## config.mk

```make
export PLATFORM = sky130hd
export DESIGN_NAME = stepper_step_pulse_generator
export DESIGN_NICKNAME = d
export VERILOG_FILES = /design/src/rtl/sspg_pkg.sv /design/src/rtl/stepper_step_pulse_generator.sv
export SDC_FILE = /design/constraint.sdc
export NUM_CORES = 1
export LEC_CHECK = 0
export ABC_AREA = 1
export BUFFER_PORTS_ARGS = -buffer_cell sky130_fd_sc_hd__buf_2
export CAP_MARGIN = 25
export CORE_MARGIN = 2
export CORE_UTILIZATION = 45
export CTS_CLUSTER_DIAMETER = 120
export DETAILED_ROUTE_END_ITERATION = 7
export PLACE_DENSITY_LB_ADDON = 0.12
export SLEW_MARGIN = 20
export SYNTH_ARGS = -nofsm -noshare
export SYNTH_HDL_FRONTEND = slang
export SYNTH_SLANG_ARGS = --single-unit
export TNS_END_PERCENT = 5
```

## constraint.sdc

```tcl
create_clock -name clock -period 5.9 [get_ports clock]
set_input_delay 0.885 -clock clock [delete_from_list [all_inputs] [get_ports clock]]
set_output_delay 0.885 -clock clock [all_outputs]
set_load 0.005 [all_outputs]
```

## src/rtl/sspg_pkg.sv

```systemverilog
// ----------------------------------------------------------------------------
// Stepper step pulse generator package
// Shared constants, phase codes, register indexes and channel payload types.
// ----------------------------------------------------------------------------
package sspg_pkg;

   localparam int PERIOD_BITS = 40;
   localparam int PULSE_TICKS = 150;
   localparam int COUNT_BITS  = 64;
   localparam int CSR_INDEX_BITS = 1;
   localparam int CSR_DATA_BITS  = 1;

   localparam logic [PERIOD_BITS-1:0] PULSE_TICKS_VAL = PERIOD_BITS'(PULSE_TICKS);

   typedef logic [PERIOD_BITS-1:0] period_type;

   typedef enum logic [CSR_INDEX_BITS-1:0] {
      CSR_STEP_POL = 1'b0,
      CSR_DIR_POL  = 1'b1
   } csr_index_type;

   typedef enum logic [2:0] {
      PH_IDLE  = 3'b001,
      PH_PULSE = 3'b010,
      PH_GAP   = 3'b100
   } phase_type;

   typedef struct packed {
      period_type period_whole;
      period_type period_frac_num;
      period_type period_frac_den;
      logic       want_forward;
      logic       run;
      logic       driver_on;
      logic       stop_now;
      logic       clear_count;
   } req_type;

   typedef struct packed {
      logic                           step_level;
      logic                           dir_level;
      logic                           enable_level;
      logic                           step_started;
      logic                           stepping;
      logic signed [COUNT_BITS-1:0]   step_count;
   } rsp_type;

endpackage

```

## src/rtl/stepper_step_pulse_generator.sv

```systemverilog
// ----------------------------------------------------------------------------
// Stepper step pulse generator
// STEP/DIR/ENABLE pulse train with a fractional period, one request per tick unless rsp_ready stalls.
// ----------------------------------------------------------------------------
// A request is held in the input register; its result is then written to the
//   output register when that register is empty or being read, and rsp_valid
//   rises as it is written. Throughput: one request per cycle unless rsp_ready
//   stalls, set by the single state update between input and output register.
// Reset clears the valid flags and the stepping state and sets the two
//   configuration registers (STEP active low, DIR not inverted).
module stepper_step_pulse_generator
   import sspg_pkg::*;
(
   input  logic                       clock,
   input  logic                       reset,
   input  logic                       req_valid,
   output logic                       req_ready,
   input  req_type                    req_data,
   output logic                       rsp_valid,
   input  logic                       rsp_ready,
   output rsp_type                    rsp_data,
   input  logic                       csr_we,
   input  logic [CSR_INDEX_BITS-1:0]  csr_index,
   input  logic [CSR_DATA_BITS-1:0]   csr_wdata
);

   logic       in_valid_ff;
   req_type    in_data_ff;
   logic       fire;

   logic       sal_ff;
   logic       inv_ff;

   phase_type  phase_ff, phase_in;
   period_type cd_ff, cd_in;
   period_type acc_ff, acc_in;
   period_type aw_ff, aw_in;
   period_type an_ff, an_in;
   period_type ad_ff, ad_in;
   period_type cur_ff, cur_in;
   logic       mf_ff, mf_in;
   logic [COUNT_BITS-1:0] steps_ff, steps_in;

   logic       rsp_valid_ff;
   rsp_type    rsp_data_ff, rsp_data_in;

   logic             rate_change;
   period_type       sel_whole, sel_num, sel_den, acc_base;
   logic [PERIOD_BITS:0] sum_full;
   period_type       sum_wrap, sum_sub, sum_fin, ticks;
   logic             extra_tick;
   logic             try_start;
   logic             started;

   assign fire      = in_valid_ff && (!rsp_valid_ff || rsp_ready);
   assign req_ready = !in_valid_ff || fire;
   assign rsp_valid = rsp_valid_ff;
   assign rsp_data  = rsp_data_ff;

   // rate change detect and Bresenham accumulator
   always_comb begin
      rate_change = (aw_ff != in_data_ff.period_whole) ||
                    (an_ff != in_data_ff.period_frac_num) ||
                    (ad_ff != in_data_ff.period_frac_den);
      sel_whole = rate_change ? in_data_ff.period_whole    : aw_ff;
      sel_num   = rate_change ? in_data_ff.period_frac_num : an_ff;
      sel_den   = rate_change ? in_data_ff.period_frac_den : ad_ff;
      acc_base  = rate_change ? '0 : acc_ff;
      sum_full  = {1'b0, acc_base} + {1'b0, sel_num};
      sum_wrap  = sum_full[PERIOD_BITS-1:0];
      sum_sub   = sum_wrap - sel_den;
      extra_tick = sum_full[PERIOD_BITS] || (sum_wrap >= sel_den);
      sum_fin   = extra_tick ? sum_sub : sum_wrap;
      if (extra_tick && (sel_whole != '1)) begin
         ticks = sel_whole + PERIOD_BITS'(1);
      end else begin
         ticks = sel_whole;
      end
   end

   always_comb begin
      phase_in  = phase_ff;
      cd_in     = cd_ff;
      acc_in    = acc_ff;
      aw_in     = aw_ff;
      an_in     = an_ff;
      ad_in     = ad_ff;
      cur_in    = cur_ff;
      mf_in     = mf_ff;
      steps_in  = in_data_ff.clear_count ? '0 : steps_ff;
      try_start = 1'b0;
      started   = 1'b0;

      if (in_data_ff.stop_now) begin
         phase_in = PH_IDLE;
         cd_in    = '0;
         aw_in    = '0;
         an_in    = '0;
         ad_in    = '0;
      end else begin
         unique case (phase_ff)
            PH_PULSE: begin
               if (cd_ff <= PERIOD_BITS'(1)) begin
                  mf_in    = in_data_ff.want_forward;
                  phase_in = PH_GAP;
                  cd_in    = (cur_ff > PULSE_TICKS_VAL) ? cur_ff - PULSE_TICKS_VAL
                                                        : PERIOD_BITS'(1);
               end else begin
                  cd_in = cd_ff - PERIOD_BITS'(1);
               end
            end
            PH_GAP: begin
               if (cd_ff <= PERIOD_BITS'(1)) begin
                  cd_in     = '0;
                  try_start = 1'b1;
               end else begin
                  cd_in = cd_ff - PERIOD_BITS'(1);
               end
            end
            default: begin
               mf_in     = in_data_ff.want_forward;
               try_start = 1'b1;
            end
         endcase
      end

      if (try_start) begin
         if (!in_data_ff.run || !in_data_ff.driver_on) begin
            phase_in = PH_IDLE;
         end else begin
            aw_in  = sel_whole;
            an_in  = sel_num;
            ad_in  = sel_den;
            acc_in = acc_base;
            if (sel_whole == '0) begin
               phase_in = PH_IDLE;
            end else begin
               acc_in   = sum_fin;
               cur_in   = ticks;
               steps_in = mf_in ? steps_in + COUNT_BITS'(1) : steps_in - COUNT_BITS'(1);
               phase_in = PH_PULSE;
               cd_in    = PULSE_TICKS_VAL;
               started  = 1'b1;
            end
         end
      end

      if (phase_in == PH_IDLE) begin
         mf_in = in_data_ff.want_forward;
      end

      rsp_data_in.step_level   = (phase_in == PH_PULSE) ? ~sal_ff : sal_ff;
      rsp_data_in.dir_level    = mf_in ^ inv_ff;
      rsp_data_in.enable_level = ~in_data_ff.driver_on;
      rsp_data_in.step_started = started;
      rsp_data_in.stepping     = (phase_in != PH_IDLE);
      rsp_data_in.step_count   = steps_in;
   end

   always_ff @(posedge clock) begin
      if (reset) begin
         in_valid_ff  <= 1'b0;
         rsp_valid_ff <= 1'b0;
         sal_ff       <= 1'b1;
         inv_ff       <= 1'b0;
         phase_ff     <= PH_IDLE;
         cd_ff        <= '0;
         acc_ff       <= '0;
         aw_ff        <= '0;
         an_ff        <= '0;
         ad_ff        <= '0;
         cur_ff       <= '0;
         mf_ff        <= 1'b1;
         steps_ff     <= '0;
      end else begin
         if (req_ready) begin
            in_valid_ff <= req_valid;
         end
         if (fire) begin
            rsp_valid_ff <= 1'b1;
         end else if (rsp_ready) begin
            rsp_valid_ff <= 1'b0;
         end
         if (csr_we) begin
            unique case (csr_index_type'(csr_index))
               CSR_STEP_POL: sal_ff <= csr_wdata[0];
               CSR_DIR_POL:  inv_ff <= csr_wdata[0];
               default: ;
            endcase
         end
         if (fire) begin
            phase_ff <= phase_in;
            cd_ff    <= cd_in;
            acc_ff   <= acc_in;
            aw_ff    <= aw_in;
            an_ff    <= an_in;
            ad_ff    <= ad_in;
            cur_ff   <= cur_in;
            mf_ff    <= mf_in;
            steps_ff <= steps_in;
         end
      end
   end

   // hold payload registers without reset
   always_ff @(posedge clock) begin
      if (req_valid && req_ready) begin
         in_data_ff <= req_data;
      end
      if (fire) begin
         rsp_data_ff <= rsp_data_in;
      end
   end

   a_phase_onehot: assert property (@(posedge clock) disable iff (reset)
      $onehot(phase_ff))
      else $error("phase register lost its one-hot code");

   a_gap_countdown: assert property (@(posedge clock) disable iff (reset)
      (phase_ff == PH_GAP) |-> (cd_ff != '0))
      else $error("gap phase with an expired countdown");

   a_stop_idle: assert property (@(posedge clock) disable iff (reset)
      (fire && in_data_ff.stop_now) |=> (phase_ff == PH_IDLE && aw_ff == '0))
      else $error("stop request did not return to idle");

   a_start_pulse: assert property (@(posedge clock) disable iff (reset)
      (fire && started) |=>
         (phase_ff == PH_PULSE && cd_ff == PULSE_TICKS_VAL && rsp_data.stepping))
      else $error("started step did not enter the pulse phase");

   a_count_hold: assert property (@(posedge clock) disable iff (reset)
      (fire && !started && !in_data_ff.clear_count) |=> $stable(steps_ff))
      else $error("step count moved without a step");

endmodule
```

[Word-level counts from Yosys, hierarchy flattened]
Cells that the tools add are included.
Cells by class
  muxes and demuxes: 46
  add/subtract/negate cells: 7
  eq/ne operators: 9
  $lt $le $gt $ge: 3
  reductions and logical operators: 20
  bitwise gates (word level): 7
Operators by type and width (count)
  2-to-1 mux 40 bit: 23
  2-to-1 mux 64 bit: 5
  inequality test 40 bit: 3
  case mux 40 bit (2 select lines): 1
  adder 64 x 1 -> 64 bit, second input constant: 1
  subtractor 64 x 1 -> 64 bit, second input constant: 1
  adder 40 x 40 -> 41 bit: 1
  adder 40 x 1 -> 40 bit, second input constant: 1
  greater-or-equal comparator 40 bit: 1
  > comparator 40 x 8 -> 1 bit, second input constant: 1
  less-or-equal comparator 40 x 1 -> 1 bit, second input constant: 1
  logical NOT 40 bit: 1
  inequality test 40 bit, second input constant: 1
  subtractor 40 x 1 -> 40 bit, second input constant: 1
  subtractor 40 bit: 1
  subtractor 40 x 8 -> 40 bit, second input constant: 1
  2-to-1 mux 3 bit: 4
  2-to-1 mux 1 bit: 9
  == test 3 x 2 -> 1 bit, second input constant: 2
  logical OR 1 bit: 6
  inverter 1 bit: 6
  logical NOT 1 bit: 4
  2-to-1 mux 2 bit: 2
  case mux 1 bit (2 select lines): 2
  10 further kinds: 13
Storage, ports and cells
  input port bits: 132
  register bits after elaboration: 506
  word-level logic and storage cells: 119

[Logic depth before layout (Yosys ltp)]
  depth in word-level cells: 11
  gate-level depth with buffers: 40
  mapped depth without buffers: 37

[Least setup slack after synthesis]
Ideal clock, no wire load.
  kind: reg-to-reg
  start: register in_data_ff[107] (netlist bit)
  end: register cur_ff[29]
  cell stages (with the launch flop): 39
  buffers on the path: 5
  slack: 0.752 ns
  arrival time: 5.039 ns
  cell sequence: edfxtp_1 -> clkbuf_1 -> xnor2_1 -> nand2_1 -> nor2_1 -> nand4_1 -> nor3_1 -> nand4_1 -> clkbuf_1 -> clkbuf_1 -> nor2_1 -> ha_1 -> a21oi_1 -> o21ai_0 -> a21oi_1 -> inv_1 -> nand2_1 -> nand2_1 -> [3 not listed] -> inv_1 -> ha_1 -> a21oi_1 -> o21ai_0 -> a21oi_1 -> nand2_1 -> nand2_1 -> nand3_1 -> nor2_1 -> nand2_1 -> nand2_2 -> inv_1 -> buf_2 -> buf_2 -> nand2_1 -> nand3_1 -> nand2_1 -> inv_1
Between the ends
  word-level cells in the longest chain between the ends: 9
  elaborated cells on any way between the ends: 17
  classes of those cells: 2 x add/sub; 1 x order compare; 2 x eq/ne; 5 x mux; 1 x bitwise; 6 x reduce/logical
Ends and longest elaborated chain
  start: declaration: RTL line stepper_step_pulse_generator.sv:28  | req_type in_data_ff;
  start signal: assignment: RTL line stepper_step_pulse_generator.sv:208  | in_data_ff <= req_data;
  inequality test 40 bit: RTL line stepper_step_pulse_generator.sv:62  | rate_change = (aw_ff != in_data_ff.period_whole) ||
  logical OR 1 bit: RTL line stepper_step_pulse_generator.sv:62
  logical OR 1 bit: RTL line stepper_step_pulse_generator.sv:63  | (an_ff != in_data_ff.period_frac_num) ||
  2-to-1 mux 40 bit (on tied branches): RTL line stepper_step_pulse_generator.sv:68, stepper_step_pulse_generator.sv:66
  adder 40 x 40 -> 41 bit: RTL line stepper_step_pulse_generator.sv:69  | sum_full = {1'b0, acc_base} + {1'b0, sel_num};
  greater-or-equal comparator 40 bit: RTL line stepper_step_pulse_generator.sv:72  | extra_tick = sum_full[PERIOD_BITS] || (sum_wrap >= sel_den);
  logical OR 1 bit: RTL line stepper_step_pulse_generator.sv:72
  logical AND 1 bit: RTL line stepper_step_pulse_generator.sv:74  | if (extra_tick && (sel_whole != '1)) begin
  2-to-1 mux 40 bit: RTL line stepper_step_pulse_generator.sv:74
  end signal: assignment: RTL line stepper_step_pulse_generator.sv:198  | cur_ff <= cur_in;
  end: declaration: RTL line stepper_step_pulse_generator.sv:40  | period_type cur_ff, cur_in;
Several ways; a longest one is shown, not always the timed one.
A chain may end at the register's enable or synchronous reset.

[Worst setup path after layout]
  start: register in_data_ff[109] (netlist bit)
  end: register acc_ff[27]
Between the ends
  word-level cells in the longest chain between the ends: 9
  elaborated cells on any way between the ends: 14
  classes of those cells: 2 x add/sub; 1 x order compare; 1 x eq/ne; 6 x mux; 4 x reduce/logical
Ends and longest elaborated chain
  inequality test 40 bit: RTL line stepper_step_pulse_generator.sv:62
  logical OR 1 bit: RTL line stepper_step_pulse_generator.sv:62
  logical OR 1 bit: RTL line stepper_step_pulse_generator.sv:63
  2-to-1 mux 40 bit (on tied branches): RTL line stepper_step_pulse_generator.sv:68, stepper_step_pulse_generator.sv:66
  adder 40 x 40 -> 41 bit: RTL line stepper_step_pulse_generator.sv:69
  greater-or-equal comparator 40 bit: RTL line stepper_step_pulse_generator.sv:72
  logical OR 1 bit: RTL line stepper_step_pulse_generator.sv:72
  2-to-1 mux 40 bit: RTL line stepper_step_pulse_generator.sv:73  | sum_fin = extra_tick ? sum_sub : sum_wrap;
  2-to-1 mux 40 bit *: RTL line stepper_step_pulse_generator.sv:135  | if (sel_whole == '0) begin
  end signal: assignment: RTL line stepper_step_pulse_generator.sv:194  | acc_ff <= acc_in;
  end: declaration: RTL line stepper_step_pulse_generator.sv:36  | period_type acc_ff, acc_in;
Mark *: on every way between the ends. The rest lies on a longest branch, timed or not.

==> results_dict.tcl <==
set metrics [dict create \
    outcome "finished clean" \
    wirelength_um 144000 \
    crit_start "in_data_ff[109]$_DFFE_PP_" \
    synth_top_area_cell "dfxtp_1" \
    clkTransAtPathRegs_ps 60 \
    worst_hold_path_type "in2reg" \
    yosysSeqAreaShare_pct 32.1 \
    power_density_mw_per_mm2 230 \
    layout.nets 6460 \
    grt_max_degree 101 \
    drive_gt1_share_pct 13.4 \
    grt_pass1_vias 36700 \
    clock-sinks 506 \
    p_leak_nw 21.2 \
    io_buffer_count 202 \
    grt_pass1_wl_um 218000 \
    stdcell_area_mm2 0.0443 \
    syn_to_final_growth_pct 18.1 \
    synthFlopType "dfxtp_1" \
    die_area_mm2 0.0858 \
    cts.htree.levels 2 \
    grt_overflow_total 0 \
    worstSetupStartpointType "flip-flop" \
    yosysTopAreaCellShare_pct 16.6 \
    die_x_um 293 \
    ys_seq_elements 506 \
    synth_cell_types 54 \
    setup_tns_ps 0 \
    antenna_found_initial 4 \
    start_util_pct 45.6 \
    track_usage_pct 32.8 \
    cts_hold_buf 0 \
    antenna_left 0 \
    tightest_slew_ps 1070 \
    endpoint_kind "flip-flop" \
    hold_viol_final 0 \
    wire_per_inst_um 19.7 \
    drtPass1Iterations 6 \
    worstPathMaxFanout 22 \
    drc 0 \
    worstRegToRegCells 35 \
    yosys_warnings 0 \
    synth-edff-count 194 \
    cts_tree "yes" \
    pin_count 203 \
    drv_slew 0 \
    critPathMaxStageDelay_ps 400 \
    reg2reg_from "in_data_ff[109]$_DFFE_PP_" \
    vias 39200 \
    cts-root-buf "clkbuf_16" \
    netlist_instances 5772 \
    syn_area_per_cell_um2 6.51 \
    rrSetupSlack_ps 140 \
    slew_headroom_pct 28.9 \
    r2r_end "acc_ff[27]$_SDFFE_PP0P_" \
    post_drt_via_cell_ratio 5.36 \
    crit_path_frequent_cell "nand2_1" \
    postSynth.asyncResetShare_pct 0 \
    placed_cell_area_mm2 0.0418 \
    critPathRequiredTime_ps 6470 \
    drtIter0Drc 3218 \
    core_area_mm2 0.0824 \
    syn_area_mm2 0.0375 \
    synth_nets 6054 \
    insertion_delay_ps 680 \
    num_rows 105 \
    clockBufferDepth 3 \
    min_path_cells 1 \
    drv_cap 0 \
    skew_ps 34.8 \
    setup_viol 0 \
    rsz0062_at_grt "true" \
    cp.arrival_ps 6330 \
    cp-endpoint "acc_ff[27]$_SDFFE_PP0P_" \
    crit_type "reg2reg" \
    hpwl_um 113000 \
    min_period_over_period_pct 97.7 \
    min_period_ps 5760 \
    gp_congestion 1.00 \
    synth_top_cells_by_area "dfxtp_1 17%, edfxtp_1 16%, nand2_1 15%" \
    ir_drop_v 0.000244 \
    worst_path_max_delay_cell "edfxtp_1" \
    die_h_um 293 \
    max_freq_mhz 174 \
    cts_buffers 60 \
]
-- layout by cell type (no fill, tap or decap), types with 8 or more instances in the layout --
cell / instances
a21oi_1: 461
o21ai_0: 238
nor2_1: 583
clkbuf_16: 60
a21oi_2: 18
dfxtp_1: 312
xor2_1: 186
a21boi_0: 8
clkinv_2: 14
nor2_4: 9
o211ai_1: 58
o22ai_1: 16
inv_1: 787
bufinv_16: 10
nand2_2: 16
buf_2: 201
nor4_1: 29
xnor2_1: 78
clkinv_1: 8
nand4_1: 106
o2111ai_1: 26
a31oi_1: 13
or2_2: 19
a21o_1: 11
inv_2: 9
edfxtp_1: 194
ha_1: 145
nor2_2: 28
o21bai_1: 34
o221ai_1: 11
buf_4: 395
nand3_1: 413
nor3_1: 69
nand2_1: 1522
o21ai_1: 45
-- metrics by stage --
| stage | power, mW | hold slack [ps] | instances | utilization [%] | setup WS, ps |
|---|---|---|---|---|---|
| 2_1_floorplan | 5.34 | 444 | 5772 | - | 752 |
| 3_3_place_gp | 6.22 | 452 | 7171 | 50.8 | -330 |
| 3_5_place_dp | 6.22 | 460 | 7171 | 50.8 | -396 |
| 4_1_cts | 10.2 | 353 | 7291 | 53.4 | 6.93 |
| 5_1_grt | 10.6 | 374 | 7299 | 53.8 | -163 |
| 6_report | 10.2 | 391 | 7302 | 53.8 | 138 |
-- cells in the mapped netlist, types with 106 or more instances --
| cell | number |
|---|---|
| nand2_1 | 1534 |
| inv_1 | 791 |
| nor2_1 | 609 |
| a21oi_1 | 479 |
| nand3_1 | 416 |
| dfxtp_1 | 312 |
| o21ai_0 | 252 |
| edfxtp_1 | 194 |
| xor2_1 | 187 |
| clkbuf_1 | 184 |
| ha_1 | 147 |
| nand4_1 | 106 |
-- registers in the layout, indices dropped and copies added, names as in the netlist, 3 cells and up --
signal,cells
acc_ff,40
ad_ff,40
an_ff,40
aw_ff,40
cd_ff,40
cur_ff,40
in_data_ff,125
phase_ff,3
rsp_data,69
steps_ff,64
-- cell families (layout without fill, tap and decap cells) --
logic type	after synthesis	after routing	share of synthesized area, %
buffers and inverters	1061	1518	11.0
DFF	506	506	32.1
xor gates and xnor gates	271	271	6.32
other	0	3	0
adders and majority gates	150	150	5.06
AOI/OAI and AO/OA	958	958	14.1
and+or+nand+nor	2826	2826	31.3
-- power breakdown --
part           switching [mW]  total (mW)  internal, mW  leakage (nW)
Combinational            1.52        2.31         0.790          15.8
Sequential              0.103        3.90          3.80          4.42
Clock                    1.62        3.97          2.35          1.02
-- routing by layer --
layer	routed length (um)	GRT usage, %	up-vias
met5	13	0	-
met4	4750	10.8	2
met3	8550	3.01	209
met2	65600	53.9	1273
met1	64800	45.3	18100
li1	-	-	19500
-- worst min path at each step --
| stage | start | endpoint |
|---|---|---|
| floorplan | cur_ff[10]$_SDFFE_PP0P_ | cur_ff[10]$_SDFFE_PP0P_ |
| global placement | cd_ff[35]$_SDFFE_PP0P_ | cd_ff[35]$_SDFFE_PP0P_ |
| detailed placement | cd_ff[36]$_SDFFE_PP0P_ | cd_ff[36]$_SDFFE_PP0P_ |
| CTS | req_data[3] | in_data_ff[3]$_DFFE_PP_ |
| global route | req_data[10] | in_data_ff[10]$_DFFE_PP_ |
| finish | req_data[3] | in_data_ff[3]$_DFFE_PP_ |
-- cell type report --
type                            count  area (um2)
Clock buffer                       69        1570
Multi-Input combinational cell   4205       21700
Inverter                          800        3020
Timing Repair Buffer              605        4140
Antenna cell                        3        7.51
Sequential cell                   506       12100
Tap cell                         1070        1340
Clock inverter                     44         518
Fill cell                        8410       38000
-- timing repair --
item,in CTS,in global routing
buffers inserted,7,8
pin swaps,1,7
endpoints found under the hold margin,0,0
setup endpoints to repair,80,80
gates resized for setup,11,84
-- critical path: cells and delay by family, from the launching register on --
kind | cells | cell delay [ps]
buffers and inverters | 8 | 1120
adder cells (fa/ha/maj) | 2 | 540
XOR/XNOR | 1 | 200
AND/OR/NAND/NOR | 24 | 3360
flip-flops | 1 | 400
(Power assumes the default switching activity.)
